<file path="config.mk">
export PLATFORM = sky130hd
export DESIGN_NAME = accumulator_integer_alu
export DESIGN_NICKNAME = d
export VERILOG_FILES = /design/src/rtl/aia_pkg.sv /design/src/rtl/accumulator_integer_alu.sv
export SDC_FILE = /design/constraint.sdc
export NUM_CORES = 2
export LEC_CHECK = 0
export BUFFER_PORTS_ARGS = -buffer_cell sky130_fd_sc_hd__buf_2
export CAP_MARGIN = 20
export CORE_MARGIN = 10
export CORE_UTILIZATION = 40
export DETAILED_ROUTE_END_ITERATION = 10
export GPL_ROUTABILITY_DRIVEN = 0
export PLACE_DENSITY = 0.61
export SYNTH_ARGS = -nofsm -noshare
export SYNTH_HDL_FRONTEND = slang
export SYNTH_SLANG_ARGS = --single-unit
</file>
<file path="constraint.sdc">
create_clock -name i_clk -period 12.6 [get_ports i_clk]
set_input_delay 0.63 -clock i_clk [delete_from_list [all_inputs] [get_ports i_clk]]
set_output_delay 0.63 -clock i_clk [all_outputs]
set_load 0.02 [all_outputs]
</file>
<file path="src/rtl/aia_pkg.sv">
// Shared constants and helpers for the accumulator integer ALU.
// Holds the data width, the operation codes and the magnitude helper.
// No dependencies.
package aia_pkg;

    localparam int DATA_W = 32;
    localparam int MODE_W = 3;
    localparam int CNT_W  = $clog2(DATA_W);

    typedef logic [DATA_W-1:0] t_word;
    typedef logic [MODE_W-1:0] t_mode;

    // Operation codes carried in the mode field.
    localparam t_mode MODE_ADD = 3'd0;
    localparam t_mode MODE_SUB = 3'd1;
    localparam t_mode MODE_MUL = 3'd2;
    localparam t_mode MODE_DIV = 3'd3;
    localparam t_mode MODE_POW = 3'd4;
    localparam t_mode MODE_MOD = 3'd5;

    // Absolute value of a two's complement word, wrapping for the most negative value.
    function automatic t_word mag(input t_word v);
        mag = v[DATA_W-1] ? (t_word'(0) - v) : v;
    endfunction

endpackage

</file>
<file path="src/rtl/accumulator_integer_alu.sv">
// Sequence after acceptance: add, sub, mul and rejected requests go straight to the output load;
// div and modulo take 32 restoring steps, one sign fix and then the output load; power takes
// one zero test plus up to two shared 32x32 multiplies per exponent bit, then the output load.
// Requests are taken one at a time: the sequencer returns to idle as the result is loaded into the
// output register, and the output load waits while the output register is held by i_stall.
// Reset (i_rst_n, synchronous, active low) clears the sequencer, output valid and accumulator.
// Top level of the accumulator ALU; depends on aia_pkg.
module accumulator_integer_alu (
    input  logic                         i_clk,
    input  logic                         i_rst_n,
    input  logic                         i_valid,
    output logic                         o_stall,
    input  aia_pkg::t_mode               i_mode,
    input  logic [aia_pkg::DATA_W-1:0]   i_operand_a,
    input  logic [aia_pkg::DATA_W-1:0]   i_operand_b,
    input  logic                         i_use_accumulator,
    output logic                         o_valid,
    input  logic                         i_stall,
    output logic [aia_pkg::DATA_W-1:0]   o_value,
    output logic                         o_fault
);
    import aia_pkg::*;

    localparam logic [2:0] S_IDLE = 3'd0;
    localparam logic [2:0] S_DIV  = 3'd1;
    localparam logic [2:0] S_FIX  = 3'd2;
    localparam logic [2:0] S_POW  = 3'd3;
    localparam logic [2:0] S_FIN  = 3'd4;

    logic [2:0]       r_state, n_state;
    t_word            r_acc, n_acc;
    t_word            r_a, n_a;
    t_word            r_b, n_b;
    t_word            r_res, n_res;
    t_word            r_rem, n_rem;
    logic [CNT_W-1:0] r_cnt, n_cnt;
    logic             r_is_mod, n_is_mod;
    logic             r_neg, n_neg;
    logic             r_fault, n_fault;
    logic             r_out_valid, n_out_valid;
    t_word            r_out_value, n_out_value;
    logic             r_out_fault, n_out_fault;

    logic             accept;
    logic             out_free;
    t_word            a_sel;
    t_word            mul_x, mul_y, product;
    logic [DATA_W:0]  trial, diff;

    assign accept   = i_valid && (r_state == S_IDLE);
    assign out_free = !r_out_valid || !i_stall;
    assign a_sel    = i_use_accumulator ? r_acc : i_operand_a;

    // Shared multiplier: operands come from the request or from the power loop.
    always_comb begin
        mul_x = a_sel;
        mul_y = i_operand_b;
        if (r_state == S_POW) begin
            mul_x = r_a;
            mul_y = r_b[0] ? r_res : r_a;
        end
    end
    assign product = t_word'(mul_x * mul_y);

    // One restoring division step: shift in the next dividend bit and try the subtract.
    assign trial = {r_rem, r_a[DATA_W-1]};
    assign diff  = trial - {1'b0, r_b};

    // Sequencer and datapath next state.
    always_comb begin
        n_state     = r_state;
        n_acc       = r_acc;
        n_a         = r_a;
        n_b         = r_b;
        n_res       = r_res;
        n_rem       = r_rem;
        n_cnt       = r_cnt;
        n_is_mod    = r_is_mod;
        n_neg       = r_neg;
        n_fault     = r_fault;
        n_out_valid = r_out_valid && i_stall;
        n_out_value = r_out_value;
        n_out_fault = r_out_fault;

        case (r_state)
            S_IDLE: begin
                if (accept) begin
                    n_fault  = 1'b0;
                    n_res    = '0;
                    n_is_mod = (i_mode == MODE_MOD);
                    n_cnt    = CNT_W'(DATA_W - 1);
                    n_state  = S_FIN;
                    case (i_mode)
                        MODE_ADD: n_res = a_sel + i_operand_b;
                        MODE_SUB: n_res = a_sel - i_operand_b;
                        MODE_MUL: n_res = product;
                        MODE_DIV, MODE_MOD: begin
                            if (i_operand_b == '0) begin
                                n_fault = 1'b1;
                            end else begin
                                n_a     = mag(a_sel);
                                n_b     = mag(i_operand_b);
                                n_rem   = '0;
                                n_neg   = (i_mode == MODE_MOD) ? a_sel[DATA_W-1]
                                          : (a_sel[DATA_W-1] ^ i_operand_b[DATA_W-1]);
                                n_state = S_DIV;
                            end
                        end
                        MODE_POW: begin
                            if (a_sel == '0 && i_operand_b == '0) begin
                                n_fault = 1'b1;
                            end else if (i_operand_b[DATA_W-1]) begin
                                n_res = t_word'(1);
                            end else begin
                                n_res   = t_word'(1);
                                n_a     = a_sel;
                                n_b     = i_operand_b;
                                n_state = S_POW;
                            end
                        end
                        default: n_fault = 1'b1;
                    endcase
                end
            end

            // Quotient bits shift into r_a as the dividend bits shift out.
            S_DIV: begin
                if (!diff[DATA_W]) begin
                    n_rem = diff[DATA_W-1:0];
                end else begin
                    n_rem = trial[DATA_W-1:0];
                end
                n_a = {r_a[DATA_W-2:0], !diff[DATA_W]};
                n_cnt = r_cnt - 1'b1;
                if (r_cnt == '0) begin
                    n_state = S_FIX;
                end
            end

            // Apply the sign to the quotient or the remainder.
            S_FIX: begin
                n_res   = r_is_mod ? r_rem : r_a;
                if (r_neg) begin
                    n_res = t_word'(0) - n_res;
                end
                n_state = S_FIN;
            end

            // Square-and-multiply: multiply in the low exponent bit, then square the base.
            S_POW: begin
                if (r_b == '0) begin
                    n_state = S_FIN;
                end else if (r_b[0]) begin
                    n_res = product;
                    n_b   = {r_b[DATA_W-1:1], 1'b0};
                end else begin
                    n_a = product;
                    n_b = r_b >> 1;
                end
            end

            // Hand the result to the output register and update the accumulator.
            S_FIN: begin
                if (out_free) begin
                    n_out_valid = 1'b1;
                    n_out_value = r_fault ? '0 : r_res;
                    n_out_fault = r_fault;
                    n_acc       = r_fault ? '0 : r_res;
                    n_state     = S_IDLE;
                end
            end

            default: n_state = S_IDLE;
        endcase
    end

    // Control registers.
    always_ff @(posedge i_clk) begin
        if (!i_rst_n) begin
            r_state     <= S_IDLE;
            r_acc       <= '0;
            r_out_valid <= 1'b0;
        end else begin
            r_state     <= n_state;
            r_acc       <= n_acc;
            r_out_valid <= n_out_valid;
        end
    end

    // Datapath registers.
    always_ff @(posedge i_clk) begin
        r_a         <= n_a;
        r_b         <= n_b;
        r_res       <= n_res;
        r_rem       <= n_rem;
        r_cnt       <= n_cnt;
        r_is_mod    <= n_is_mod;
        r_neg       <= n_neg;
        r_fault     <= n_fault;
        r_out_value <= n_out_value;
        r_out_fault <= n_out_fault;
    end

    assign o_stall = (r_state != S_IDLE);
    assign o_valid = r_out_valid;
    assign o_value = r_out_value;
    assign o_fault = r_out_fault;

endmodule

</file>
==> summary.md <==
| Metric | Value |
|---|---|
| Hold Fails Final Rpt | 0 |
| Max-slew violation total from the final report | 0 |
| Most common library cells after synthesis | 511 x sky130_fd_sc_hd__nor2_1, 480 x sky130_fd_sc_hd__inv_1, 410 x sky130_fd_sc_hd__fa_1 |
| Clk pin slew, worst setup/hold paths | 0.06 ns |
| Detailed-route wire length on metal 1 | 47,900 um |
| Worst hold path type | primary input to flop |
| Cts-stage hold buffer count | 0 |
| Mean post-synth cell area | 8.67 um2 |
| Die Height | 306 um |
| Layout Area Growth over Synthesis | 8.45% |
| Slew Limit Headroom | 20.4% |
| Number of flops mapped to enable cells by yosys | between 150 and 200 |
| # Max-Cap Violations | 0 |
| Proportion of register bits with asynchronous set or reset after synthesis | 0% |
| Status | finished, violations left |
| Maximum clock skew at final layout | around 0.014 ns |
| Worst setup slack before clock tree synthesis | 2.22 ns |
| Kind of start point of the critical path | flop |
| Cells after Synth | about 3,800 |
| Critical path endpoint category | flop |
| Uppermost layer routed | met5 |
| Post-Syn Nets | 4,439 |
| Count of unresolved DRC violations after routing | 3 |
| Overall Power | 10.3 mW |
| Vias per std cell | 5.82 |
| Post-synthesis cell type count | 94 |
| Failing checks | design-rule violations |
| Netlist area before placement | 32,700 um2 |
| Max Fanout on Critical Path | 54 |
| Post-route core utilization | 43.9% |
| IO buf count | 106 |
| Max Clk Rate | 94.4 MHz |
| Setup violations, final | 0 |
| Placed instance count | 4,830 |
| Boundary pin count | 107 |
| Cts bufs inserted | 25 |
| Detailed-routed wire length on met2 | 52,200 um |
| Placed wire-length estimate after detailed placement | 97,600 um |
| Fraction of the cycle the final worst path needs | 84.0% |
| Avg WL per Cell | 25.2 um |
| Most frequent cell after synthesis | sky130_fd_sc_hd__nor2_1 |
| Startpoint-to-endpoint class of the critical path | flop to flop |
| Core Footprint | 80,800 um2 |
| Number of design-rule violations left by the first detailed-router iteration | 3,414 |
| Root buffer cell | sky130_fd_sc_hd__clkbuf_16 |
| Slack of the worst reg-to-reg path | 2.01 ns |
| Remaining number of nets flagged by the antenna check after routing | 0 |
| Finished Layout Cells | 4,889 |
| Maximum resistive drop on vdd | 0.575 mV |
| Layout net count | 4,473 |
| Fill cell instance count of the final layout | 8,005 |
| Initial antenna violation count | 17 |
| Required time at the endpoint of the critical path | 12.87 ns |
| Power density of the placed cells | 290 nW/um2 |
| Wire length of the first global-routing pass | between 150,000 and 200,000 um |
| Transition time of the tightest slew-check pin | approximately 1.2 ns |
| Sequential area share after synthesis | 17.7% |
| Worst Path Arrival | around 11 ns |
| Setup bufs post-CTS | 0 |
| Fin Setup TNS | 0 ns |
| Period minus WS final | ~11 ns |
| Sum of routed wire length over all layers | 123,000 um |
| GRT Overall Usage | 25.8% |
| Core Rows | 104 |
| Iteration count of the initial detailed-routing pass | 11 |
| Clock Path Buffers | 3 |
| Yosys reg bits | 205 |
| Warning count from the yosys run | 0 |
| Die boundary width | 306 um |
| Area fraction of the dominant cell type after synthesis | roughly 25% |
| Total Die Area | 93,500 um2 |
| Static Leakage | 15.7 nW |
| Clock latency reported for the late side of the worst-skew pair | approximately 0.55 ns |
| Clock tree from TritonCTS | built |
| Remaining global-route overflow | 0 |
| Maximum number of pins on one net before global-route repair | 73 |
| Post-layout worst setup margin | 2.01 ns |
| Ratio of cells with drive above 1 in the final layout | 8.93% |
| Number of resized instances in the post-cts repair step | 0 |
| RSZ-0062 raised after global routing | false |
| Detailed-route via count | 28,500 |
| Main synth FF type | sky130_fd_sc_hd__edfxtp_1 |
| H-tree depth reported by CTS | 1 |
| Initial core utilization | 40.4% |
| Top cell type by total area after synthesis | sky130_fd_sc_hd__fa_1 |
| Cells taking the most area after synthesis | sky130_fd_sc_hd__fa_1 25%, sky130_fd_sc_hd__edfxtp_1 16%, sky130_fd_sc_hd__ha_1 7.3% |
| Clock sinks | 205 |
| Number of global-route vias before repair | about 28,000 |
| Routed length on met3 | 15,100 um |
-- cell type report --
type                            count  area [um2]  area share, %
Tap cell                         1060        1330           3.74
Timing Repair Buffer              184        1190           3.35
Antenna cell                       10        25.0         0.0706
Multi-Input combinational cell   2904       24400           69.0
Clock buffer                       28         657           1.85
Inverter                          481        1810           5.09
Sequential cell                   205        5800           16.4
Clock inverter                     17         199          0.561
-- cell families (layout without fill, tap and decap cells) --
family / Yosys count / count (layout) / share of synthesized area [%]
AO/OA/AOI/OAI: 630 / 630 / 12.2
XOR/XNOR: 242 / 242 / 6.57
adder cells (fa/ha/maj): 602 / 602 / 32.5
buffers and inverters: 658 / 710 / 7.88
flip-flops: 205 / 205 / 17.7
multiplexers: 168 / 168 / 5.58
other: 0 / 10 / 0
AND/OR/NAND/NOR: 1262 / 1262 / 17.6
-- path summary, 6_finish.rpt --
path                   start         to  cells past startpoint
setup / recovery  r_state[0]    r_a[31]                     27
hold / removal       i_stall    o_valid                      3
setup reg to reg  r_state[0]    r_a[31]                     27
hold reg to reg    r_acc[26]  r_acc[26]                      2
-- power breakdown --
part | internal (mW) | switching [mW]
combinational | 3.07 | 5.35
clock | 0.441 | 0.323
sequential | 0.909 | 0.178
total | 4.42 | 5.85
-- worst max-delay path, stage by stage, from the launching register on --
cell and delay (ns):
sky130_fd_sc_hd__dfxtp_1 0.79, sky130_fd_sc_hd__nand3b_4 0.68, sky130_fd_sc_hd__buf_4 0.49, sky130_fd_sc_hd__o21ai_1 0.71, sky130_fd_sc_hd__nor2_1 0.12, sky130_fd_sc_hd__fa_1 0.51, sky130_fd_sc_hd__inv_1 0.05, sky130_fd_sc_hd__fa_1 0.51
sky130_fd_sc_hd__fa_1 0.47, sky130_fd_sc_hd__fa_1 0.55, sky130_fd_sc_hd__inv_1 0.05, sky130_fd_sc_hd__fa_1 0.49, sky130_fd_sc_hd__inv_1 0.05, sky130_fd_sc_hd__fa_1 0.52, sky130_fd_sc_hd__inv_1 0.04, sky130_fd_sc_hd__fa_1 0.49
sky130_fd_sc_hd__fa_1 0.41, sky130_fd_sc_hd__ha_1 0.38, sky130_fd_sc_hd__nand2_1 0.09, sky130_fd_sc_hd__o211a_1 0.16, sky130_fd_sc_hd__a21boi_0 0.47, sky130_fd_sc_hd__nor2_1 0.13, sky130_fd_sc_hd__a2111oi_0 0.87, sky130_fd_sc_hd__o31ai_1 0.16
sky130_fd_sc_hd__a21oi_1 0.42, sky130_fd_sc_hd__o21ai_0 0.24, sky130_fd_sc_hd__xor2_1 0.31, sky130_fd_sc_hd__o21ai_0 0.11
-- through the flow --
step                hold slack, ns  instance area (um2)
floorplan                    0.440                32700
global placement             0.453                34500
detailed placement           0.460                34500
CTS                          0.384                35400
global route                 0.422                35400
finish                       0.402                35400
-- placed cells by master (no fill, tap or decap), types with 26 or more instances in the layout --
| cell type | netlist | layout |
|---|---|---|
| sky130_fd_sc_hd__nor3_1 | 53 | 53 |
| sky130_fd_sc_hd__a21o_1 | 37 | 37 |
| sky130_fd_sc_hd__nand2_1 | 378 | 378 |
| sky130_fd_sc_hd__xor2_1 | 70 | 70 |
| sky130_fd_sc_hd__ha_1 | 190 | 190 |
| sky130_fd_sc_hd__nand3_1 | 30 | 30 |
| sky130_fd_sc_hd__o21a_1 | 35 | 35 |
| sky130_fd_sc_hd__dfxtp_1 | 36 | 35 |
| sky130_fd_sc_hd__nand2b_1 | 66 | 65 |
| sky130_fd_sc_hd__mux2i_1 | 127 | 123 |
| sky130_fd_sc_hd__buf_4 | 6 | 72 |
| sky130_fd_sc_hd__inv_1 | 480 | 479 |
| sky130_fd_sc_hd__fa_1 | 410 | 410 |
| sky130_fd_sc_hd__buf_2 | 29 | 106 |
| sky130_fd_sc_hd__nor2b_1 | 55 | 55 |
| sky130_fd_sc_hd__mux2_2 | 26 | 26 |
| sky130_fd_sc_hd__or3_1 | 45 | 45 |
| sky130_fd_sc_hd__a21oi_1 | 162 | 157 |
| sky130_fd_sc_hd__o21ai_0 | 172 | 165 |
| sky130_fd_sc_hd__xnor2_1 | 170 | 170 |
| sky130_fd_sc_hd__a21boi_0 | 41 | 41 |
| sky130_fd_sc_hd__edfxtp_1 | 169 | 169 |
| sky130_fd_sc_hd__nor2_1 | 511 | 509 |
-- sequential cells by signal (all words and copies together), names as in the netlist, 3 cells and up --
| signal | count |
|---|---|
| r_acc | 32 |
| r_res | 32 |
| r_rem | 32 |
| r_b | 32 |
| r_cnt | 5 |
| o_value | 32 |
| r_state | 3 |
| r_a | 32 |
-- per-layer routing --
| layer | GRT usage (%) | vias up |
|---|---|---|
| li1 | - | 12500 |
| met1 | 33.3 | 13900 |
| met2 | 38.5 | 1703 |
| met3 | 7.82 | 415 |
| met4 | 13.9 | 14 |
| met5 | 0.413 | - |
Power figures use the tool's default switching activity.
